==> src/prc_pkg.sv <==
// ----------------------------------------------------------------------------
// prc_pkg
// Types and constants of the planar run-length to chunky pixel decoder.
// ----------------------------------------------------------------------------
package prc_pkg;

	// Upper bounds of the row store and defaults of the top-level parameters.
	localparam int ROW_CAP          = 64;
	localparam int DEFAULT_ROW_BYTES = 64;
	localparam int DEFAULT_PLANES    = 8;

	// Field widths fixed by the interface.
	localparam int BYTE_W   = 8;
	localparam int WIDTH_W  = 10;
	localparam int ROWS_W   = 16;
	localparam int PLANES_W = 4;
	localparam int PIDX_W   = 3;
	localparam int RUN_W    = 8;
	localparam int CFG_W    = 16;
	localparam int CIDX_W   = 2;

	// ByteRun1 control code that does nothing.
	localparam logic [BYTE_W-1:0] CTRL_NOP = 8'h80;

	// Register reset values.
	localparam logic [WIDTH_W-1:0]  RST_WIDTH      = 10'd320;
	localparam logic [ROWS_W-1:0]   RST_ROWS       = 16'd200;
	localparam logic [PLANES_W-1:0] RST_PLANES     = 4'd8;
	localparam logic                RST_COMPRESSED = 1'b1;

	// Configuration register indexes.
	typedef enum logic [CIDX_W-1:0] {
		CFG_WIDTH      = 2'd0,
		CFG_ROWS       = 2'd1,
		CFG_PLANES     = 2'd2,
		CFG_COMPRESSED = 2'd3
	} cfg_idx_t;

	// Run-length decoder phase.
	typedef enum logic [1:0] {
		PH_CONTROL = 2'd0,
		PH_LITERAL = 2'd1,
		PH_REPEAT  = 2'd2,
		PH_SKIP    = 2'd3
	} phase_t;

	// Sequencer state: taking bytes, or expanding a repeat run.
	typedef enum logic {
		ST_IDLE   = 1'b0,
		ST_REPEAT = 1'b1
	} state_t;

endpackage

==> src/planar_rle_to_chunky_decoder.sv <==
// ----------------------------------------------------------------------------
// planar_rle_to_chunky_decoder
// Decodes an interleaved bitplane image body, raw or ByteRun1 coded, into
// columns of eight chunky pixels. Earlier planes of a row wait in a row store.
// ----------------------------------------------------------------------------
//  channel  | handshake               | payload
//  ---------+-------------------------+-----------------------------------------
//  input    | in_valid / in_stall     | body_byte
//  output   | out_valid / out_stall   | pix0..pix7, valid_pixels, end_of_row,
//           |                         | end_of_image, last_of_run
//  config   | cfg_we                  | cfg_index, cfg_data
//
//  A raw byte, a literal byte or a control byte is taken whole, so the body
//  streams at one request per cycle while the result register is not full and
//  stalled. A repeat run is expanded one copy per cycle on the single row store
//  port; input stalls meanwhile. A copy that makes a pixel result also waits
//  while the result register is full and stalled. The row store needs no
//  clearing after reset, so a request can be taken in the first cycle after reset.
// ----------------------------------------------------------------------------
module planar_rle_to_chunky_decoder import prc_pkg::*; #(
	parameter int MAX_ROW_BYTES = DEFAULT_ROW_BYTES,
	parameter int MAX_PLANES    = DEFAULT_PLANES
) (
	input  logic                clk,
	input  logic                arst_n,
	input  logic                in_valid,
	output logic                in_stall,
	input  logic [BYTE_W-1:0]   body_byte,
	output logic                out_valid,
	input  logic                out_stall,
	output logic [BYTE_W-1:0]   pix0,
	output logic [BYTE_W-1:0]   pix1,
	output logic [BYTE_W-1:0]   pix2,
	output logic [BYTE_W-1:0]   pix3,
	output logic [BYTE_W-1:0]   pix4,
	output logic [BYTE_W-1:0]   pix5,
	output logic [BYTE_W-1:0]   pix6,
	output logic [BYTE_W-1:0]   pix7,
	output logic [3:0]          valid_pixels,
	output logic                end_of_row,
	output logic                end_of_image,
	output logic                last_of_run,
	input  logic                cfg_we,
	input  logic [CIDX_W-1:0]   cfg_index,
	input  logic [CFG_W-1:0]    cfg_data
);

	localparam int ROW_LIM_A = (MAX_ROW_BYTES > ROW_CAP) ? ROW_CAP : MAX_ROW_BYTES;
	localparam int ROW_LIM_E = (ROW_LIM_A / 2) * 2;
	localparam int ROW_LIM   = (ROW_LIM_E < 2) ? 2 : ROW_LIM_E;
	localparam int CW        = $clog2(ROW_LIM);
	localparam int RBW       = $clog2(ROW_LIM + 1);
	localparam int LW        = (MAX_PLANES > 1) ? MAX_PLANES - 1 : 1;
	localparam int LIW       = (LW > 1) ? $clog2(LW) : 1;

	// Configuration registers.
	logic [WIDTH_W-1:0]  width_q;
	logic [ROWS_W-1:0]   rows_q;
	logic [PLANES_W-1:0] planes_q;
	logic                compressed_q;

	// Decoder state.
	state_t              st_q, st_d;
	phase_t              phase_q, phase_d;
	logic [RUN_W-1:0]    run_q, run_d;
	logic [CW-1:0]       column_q, column_d;
	logic [PIDX_W-1:0]   plane_q, plane_d;
	logic [ROWS_W-1:0]   row_q, row_d;
	logic                done_q, done_d;
	logic [BYTE_W-1:0]   rep_byte_q, rep_byte_d;
	logic [RUN_W-1:0]    rep_cnt_q, rep_cnt_d;

	// Row store: one lane per earlier plane.
	logic [LW-1:0][BYTE_W-1:0] row_mem [ROW_LIM];
	logic [LW-1:0][BYTE_W-1:0] rdata_s1;
	logic                      mem_we;

	// Result register.
	logic                      out_valid_q;
	logic [7:0][BYTE_W-1:0]    pix_q;
	logic [3:0]                valid_q;
	logic                      eor_q, eoi_q, lor_q;

	// Working values of one placed byte.
	logic                      in_acc, emit_ok, put, last_copy, out_load;
	logic [BYTE_W-1:0]         v;
	logic [PLANES_W-1:0]       pc_eff;
	logic                      last_plane;
	logic [BYTE_W-1:0]         rb_raw;
	logic [BYTE_W:0]           rb_even;
	logic [RBW-1:0]            rb;
	logic [WIDTH_W:0]          rb_pix, effw, base, diff;
	logic [3:0]                valid_n;
	logic                      eor_n, eoi_n;
	logic [CW:0]               col_inc;
	logic [CW-1:0]             col_n;
	logic [PLANES_W-1:0]       plane_inc;
	logic [PIDX_W-1:0]         plane_n;
	logic [ROWS_W-1:0]         row_n;
	logic                      done_n, plane_end;
	logic [7:0][BYTE_W-1:0]    pbytes;
	logic [7:0][BYTE_W-1:0]    pix_n;
	logic [RUN_W-1:0]          run_dec;

	assign in_acc  = in_valid && !in_stall;
	assign emit_ok = !out_valid_q || !out_stall;

	// Row geometry and the effect of placing one byte at the current position.
	always_comb begin
		pc_eff = planes_q;
		if (planes_q == '0) pc_eff = PLANES_W'(1);
		if (planes_q > PLANES_W'(MAX_PLANES)) pc_eff = PLANES_W'(MAX_PLANES);
		last_plane = (PLANES_W'(plane_q) + PLANES_W'(1)) == pc_eff;

		rb_raw  = BYTE_W'((WIDTH_W+1)'(width_q) + (WIDTH_W+1)'(7) >> 3);
		rb_even = (BYTE_W+1)'(rb_raw) + (BYTE_W+1)'(rb_raw[0]);
		if (rb_even > (BYTE_W+1)'(ROW_LIM)) rb = RBW'(ROW_LIM);
		else if (rb_even == '0) rb = RBW'(2);
		else rb = RBW'(rb_even);

		rb_pix = (WIDTH_W+1)'({rb, 3'b000});
		effw   = ((WIDTH_W+1)'(width_q) > rb_pix) ? rb_pix : (WIDTH_W+1)'(width_q);
		base   = (WIDTH_W+1)'({column_q, 3'b000});
		diff   = effw - base;
		if (effw > base) valid_n = (diff > (WIDTH_W+1)'(8)) ? 4'd8 : diff[3:0];
		else valid_n = 4'd0;

		col_inc = (CW+1)'(column_q) + (CW+1)'(1);
		eor_n   = (RBW+1)'(col_inc) >= (RBW+1)'(rb);
		eoi_n   = eor_n && ((ROWS_W+1)'(row_q) + (ROWS_W+1)'(1) >= (ROWS_W+1)'(rows_q));

		col_n     = col_inc[CW-1:0];
		plane_n   = plane_q;
		row_n     = row_q;
		done_n    = done_q;
		plane_end = 1'b0;
		plane_inc = PLANES_W'(plane_q) + PLANES_W'(1);
		if (eor_n) begin
			col_n     = '0;
			plane_end = 1'b1;
			plane_n   = plane_inc[PIDX_W-1:0];
			if (plane_inc >= pc_eff) begin
				plane_n = '0;
				row_n   = row_q + ROWS_W'(1);
				if (row_n >= rows_q) done_n = 1'b1;
			end
		end

		// Current byte of the last plane plus stored bytes of the earlier ones.
		v      = (st_q == ST_REPEAT) ? rep_byte_q : body_byte;
		pbytes = '0;
		for (int j = 0; j < LW; j++) pbytes[j] = rdata_s1[j];
		pbytes[PIDX_W'(pc_eff - PLANES_W'(1))] = v;
		for (int k = 0; k < 8; k++) begin
			for (int j = 0; j < 8; j++) begin
				pix_n[k][j] = pbytes[j][7-k] && (PLANES_W'(j) < pc_eff)
					&& (4'(k) < valid_n);
			end
		end
	end

	// Sequencer: run-length phases, repeat expansion and position counters.
	always_comb begin
		st_d       = st_q;
		phase_d    = phase_q;
		run_d      = run_q;
		column_d   = column_q;
		plane_d    = plane_q;
		row_d      = row_q;
		done_d     = done_q;
		rep_byte_d = rep_byte_q;
		rep_cnt_d  = rep_cnt_q;
		put        = 1'b0;
		last_copy  = 1'b1;
		run_dec    = run_q - RUN_W'(1);
		in_stall   = (st_q != ST_IDLE) || !emit_ok;

		case (st_q)
			ST_IDLE: begin
				if (in_acc && !done_q && (row_q < rows_q)) begin
					if (!compressed_q) begin
						put = 1'b1;
					end else begin
						case (phase_q)
							PH_CONTROL: begin
								if (body_byte < CTRL_NOP) begin
									run_d   = body_byte + RUN_W'(1);
									phase_d = PH_LITERAL;
								end else if (body_byte > CTRL_NOP) begin
									run_d   = RUN_W'(9'd257 - (BYTE_W+1)'(body_byte));
									phase_d = PH_REPEAT;
								end
							end
							PH_LITERAL: begin
								put   = 1'b1;
								run_d = run_dec;
								if (run_dec == '0) phase_d = PH_CONTROL;
								else if (plane_end || done_n) phase_d = PH_SKIP;
							end
							PH_REPEAT: begin
								put       = 1'b1;
								run_d     = '0;
								phase_d   = PH_CONTROL;
								last_copy = (run_q <= RUN_W'(1)) || plane_end;
								if (!last_copy) begin
									st_d       = ST_REPEAT;
									rep_cnt_d  = run_dec;
									rep_byte_d = body_byte;
								end
							end
							PH_SKIP: begin
								if (run_q != '0) run_d = run_dec;
								if (run_q <= RUN_W'(1)) phase_d = PH_CONTROL;
							end
							default: phase_d = PH_CONTROL;
						endcase
					end
				end
			end
			ST_REPEAT: begin
				last_copy = (rep_cnt_q <= RUN_W'(1)) || plane_end;
				if (!last_plane || emit_ok) begin
					put       = 1'b1;
					rep_cnt_d = rep_cnt_q - RUN_W'(1);
					if (last_copy) st_d = ST_IDLE;
				end
			end
			default: st_d = ST_IDLE;
		endcase

		if (put) begin
			column_d = col_n;
			plane_d  = plane_n;
			row_d    = row_n;
			done_d   = done_n;
		end

		// Any register write restarts decoding.
		if (cfg_we) begin
			st_d     = ST_IDLE;
			phase_d  = PH_CONTROL;
			run_d    = '0;
			column_d = '0;
			plane_d  = '0;
			row_d    = '0;
			done_d   = 1'b0;
		end

		mem_we   = put && !last_plane;
		out_load = put && last_plane;
	end

	always_ff @(posedge clk or negedge arst_n) begin
		if (!arst_n) begin
			width_q      <= RST_WIDTH;
			rows_q       <= RST_ROWS;
			planes_q     <= RST_PLANES;
			compressed_q <= RST_COMPRESSED;
		end else if (cfg_we) begin
			case (cfg_index)
				CFG_WIDTH:      width_q      <= cfg_data[WIDTH_W-1:0];
				CFG_ROWS:       rows_q       <= cfg_data[ROWS_W-1:0];
				CFG_PLANES:     planes_q     <= cfg_data[PLANES_W-1:0];
				CFG_COMPRESSED: compressed_q <= cfg_data[0];
				default:        compressed_q <= compressed_q;
			endcase
		end
	end

	always_ff @(posedge clk or negedge arst_n) begin
		if (!arst_n) begin
			st_q      <= ST_IDLE;
			phase_q   <= PH_CONTROL;
			run_q     <= '0;
			column_q  <= '0;
			plane_q   <= '0;
			row_q     <= '0;
			done_q    <= 1'b0;
			rep_cnt_q <= '0;
		end else begin
			st_q      <= st_d;
			phase_q   <= phase_d;
			run_q     <= run_d;
			column_q  <= column_d;
			plane_q   <= plane_d;
			row_q     <= row_d;
			done_q    <= done_d;
			rep_cnt_q <= rep_cnt_d;
		end
	end

	always_ff @(posedge clk) begin
		rep_byte_q <= rep_byte_d;
	end

	// The read address follows the next column, so the registered data of the
	// current column is always ready when that column becomes current.
	always_ff @(posedge clk) begin
		if (mem_we) row_mem[column_q][plane_q[LIW-1:0]] <= v;
		rdata_s1 <= row_mem[column_d];
	end

	always_ff @(posedge clk or negedge arst_n) begin
		if (!arst_n) begin
			out_valid_q <= 1'b0;
		end else if (out_load) begin
			out_valid_q <= 1'b1;
		end else if (!out_stall) begin
			out_valid_q <= 1'b0;
		end
	end

	always_ff @(posedge clk) begin
		if (out_load) begin
			pix_q   <= pix_n;
			valid_q <= valid_n;
			eor_q   <= eor_n;
			eoi_q   <= eoi_n;
			lor_q   <= last_copy;
		end
	end

	assign out_valid    = out_valid_q;
	assign pix0         = pix_q[0];
	assign pix1         = pix_q[1];
	assign pix2         = pix_q[2];
	assign pix3         = pix_q[3];
	assign pix4         = pix_q[4];
	assign pix5         = pix_q[5];
	assign pix6         = pix_q[6];
	assign pix7         = pix_q[7];
	assign valid_pixels = valid_q;
	assign end_of_row   = eor_q;
	assign end_of_image = eoi_q;
	assign last_of_run  = lor_q;

endmodule
==> config.mk <==
export PLATFORM = sky130hd
export DESIGN_NAME = planar_rle_to_chunky_decoder
export DESIGN_NICKNAME = d
export VERILOG_FILES = /design/src/prc_pkg.sv /design/src/planar_rle_to_chunky_decoder.sv
export SDC_FILE = /design/constraint.sdc
export NUM_CORES = 2
export LEC_CHECK = 0
export BUFFER_PORTS_ARGS = -buffer_cell sky130_fd_sc_hd__clkbuf_2
export CAP_MARGIN = 0
export CORE_UTILIZATION = 36
export CTS_CLUSTER_SIZE = 14
export DETAILED_ROUTE_END_ITERATION = 8
export PLACE_DENSITY = 0.62
export SYNTH_ARGS = -nofsm -noshare
export SYNTH_HDL_FRONTEND = slang
export SYNTH_SLANG_ARGS = --single-unit
==> constraint.sdc <==
create_clock -name clk -period 8 [get_ports clk]
set_input_delay 0.8 -clock clk [delete_from_list [all_inputs] [get_ports clk]]
set_output_delay 0.8 -clock clk [all_outputs]
set_load 0.1 [all_outputs]
==> impl_metrics.ini <==
[outcome]
status = complete, but fails checks
violations = capacitance limit

[route]
wl_per_cell_um = 31.0
vias = 106000
drt_drc_violations_left = 0
ant_nets = 0
drt_first_pass_iters = 7
vias_per_cell = 6.13
wl_mm = 537
drt-initial-drc-count = 16400

[grt]
antenna_found_initial = 44
grtUsageTotal_pct = 23.7
grt_max_degree = 201
grt_overflow = 0
grt_pass1_vias = 98200
grt_first_pass_wirelength_mm = 747

[placed_design]
io_buffers = 103
gp_congestion = 0.887
dp_hpwl_mm = 331

[synthesis]
synth_top_cells_by_area = edfxtp_1 (71%), nand2_1 (4.2%), mux2i_1 (3.4%)
synth_area_sq_um = 156000
synth_top_area_share_pct = 70.6
synth-edff-count = 3663
ys_warn_count = 0
synthCells = 11200
ys_ff_latch = 3796
yosysUniqueCellTypes = 90
syn-num-nets = 11300
synth_seq_area_share_pct = 72.6
synth_top_cell_by_area = edfxtp_1
syn_area_per_cell_sq_um = 13.9
ys.flop_type = edfxtp_1
ys_async_sr_fraction_pct = 2.03

[cells_and_area]
final_nets = 11300
syn_to_final_growth_pct = 13.6
n_fill_cell = 38900
drive_gt1_share_pct = 10.6
layout_common_cells = edfxtp_1 (3663), nand2_1 (1728), nor2_1 (760), o22ai_1 (586), mux2i_1 (514)
layout_commonest_cell = edfxtp_1

[timing]
final_hold_viol_count = 0
fmax_mhz = 129
worst_pin_slew_ps = 1460
rsz0062_at_grt = true
fin_crit_ps = 7770
setup_viol = 0
period_share_pct = 97.2
fin_worst_skew_ps = 135
maxSlewViolCount = 0
whs_ps = 75.2
relSlewSlack_pct = 1.43

[floorplan]
core.rowCount = 241
io_pins = 104
core_area_sq_um = 431000
initial_core_util_pct = 36.2
die_w_um = 660
fp.dieH_um = 660
dieArea_sq_um = 435000

[flow_run]
maxCapViolations = 1

[pwr]
ir_worst_vdd_v = 0.000278
p_total_mw = 54.2
powerDensity_nw_per_um2 = 306
p_leak_nw = 55.4

[cts]
clock-sinks = 3796
tritoncts = done
htree_num_levels = 5
path_clk_slew_ps = 60
cts_buffers = 390
root_buffer = clkbuf_16
clockBufferDepth = 4
insertion_delay_ps = 1010

[setup_path]
path_max_fanout = 25
crit_required_ps = 8820
cp-end-kind = flip-flop
start_kind = flip-flop
arrival_ps = 8590
critical_path_class = reg2reg

[min_path]
hold_class = in2reg
-- flip-flops by register name, summed over array words and instances, names as in the netlist, 2 cells and up --
signal and flops:
run_q 8, pix1 8, rdata_s1 56, pix6 8, rows_q 16, pix3 8
plane_q 3, row_q 16, pix4 8, valid_pixels 4, pix5 8, width_q 10
pix0 8, planes_q 4, column_q 6, rep_byte_q 8, phase_q 2, pix7 8
rep_cnt_q 8, row_mem 3584, pix2 8
-- repair_timing --
action | CTS | global route
setup buffers | 0 | 4
setup endpoints to repair | 0 | 48
gates resized for setup | 0 | 43
hold endpoints to repair | 19 | 0
hold buffers | 1 | 0
-- synthesized netlist by cell type, drive strengths merged (73+ instances only) --
| cell | instances |
|---|---|
| a2111oi | 150 |
| a211oi | 163 |
| a21oi | 366 |
| a311oi | 109 |
| a31oi | 86 |
| a32oi | 147 |
| and3 | 141 |
| buf | 349 |
| clkbuf | 470 |
| edfxtp | 3663 |
| ha | 73 |
| mux2 | 84 |
| mux2i | 523 |
| nand2 | 1749 |
| nand3 | 255 |
| nor2 | 770 |
| nor3 | 143 |
| nor4 | 143 |
| o21ai | 283 |
| o221ai | 177 |
| o22ai | 586 |
| o311ai | 112 |
-- where the power goes --
part,internal [mW],total [mW],switching [mW]
clock,10.3,18.1,7.80
combinational,3.34,12.7,9.34
sequential,22.5,23.4,0.831
total,36.2,54.2,18.0
-- worst max-delay path, cell delays in order (launching register included) --
cell and delay (ps):
dfrtp_2 480, or3_1 420, nand2_1 120, xnor2_1 130, ha_1 220, nor2_1 70, o21ai_1 260, and2_1 210
nand3_1 90, mux2_2 340, inv_1 130, nand2b_1 140, ha_1 310, o211ai_1 80, a21oi_1 510, nor2_2 110
and3_1 300, a22oi_2 310, clkinv_2 590, nand3_4 670, buf_4 420, o22ai_1 180, nor4_1 880, a22oi_1 360
o311a_1 220
-- per-layer routing --
layer,up-vias,track usage (%),routed length (um)
met5,-,0,213
met4,22,13.7,33800
met3,1312,5.74,63500
met2,7073,35.5,237000
met1,53800,31.5,203000
li1,43900,-,-
-- layout make-up --
cell class                      count  area (sq um)  area share, %
Antenna cell                       41           103         0.0580
Clock buffer                      488         10400           5.90
Clock inverter                    235          2140           1.21
Inverter                           70           354          0.200
Multi-Input combinational cell   6512         39400           22.3
Sequential cell                  3796        113000           63.9
Tap cell                         5710          7140           4.04
Timing Repair Buffer              466          4300           2.43
-- per-stage QoR --
step | cell area (sq um) | setup TNS [ps] | util [%] | worst slack [ps] | std cells
finish | 177000 | 0 | 41.1 | 226 | 17300
global route | 177000 | -5.24 | 41.0 | -5.24 | 17300
CTS | 177000 | 0 | 41.0 | 156 | 17300
detailed placement | 164000 | 0 | 38.1 | 195 | 16500
global placement | 164000 | 0 | 38.1 | 183 | 16500
floorplan | 156000 | 0 | - | 746 | 11200
-- logic make-up after synthesis --
logic type	share of synthesized area, %
flops	72.6
buf+inv	2.47
fa+ha+maj	0.599
simple gates	8.90
compound gates	11.2
xor+xnor	0.292
mux	4.00
-- path summary, 6_finish.rpt --
path	startpoint	end	slack, ps	depth (start not counted)
worst max-delay path	width_q[0]$_DFFE_PN0P_	rdata_s1[21]$_DFF_P_	230	24
worst min-delay path	cfg_data[14]	rows_q[14]$_DFFE_PN0P_	80	2
worst max register to register	width_q[0]$_DFFE_PN0P_	rdata_s1[21]$_DFF_P_	230	24
worst min register to register	run_q[1]$_DFFE_PN0P_	run_q[1]$_DFFE_PN0P_	510	2
max in group asynchronous	arst_n	run_q[1]$_DFFE_PN0P_	6570	3
min in group asynchronous	arst_n	column_q[5]$_DFF_PN0_	250	2
No activity file was read; power rests on OpenSTA's default activity.
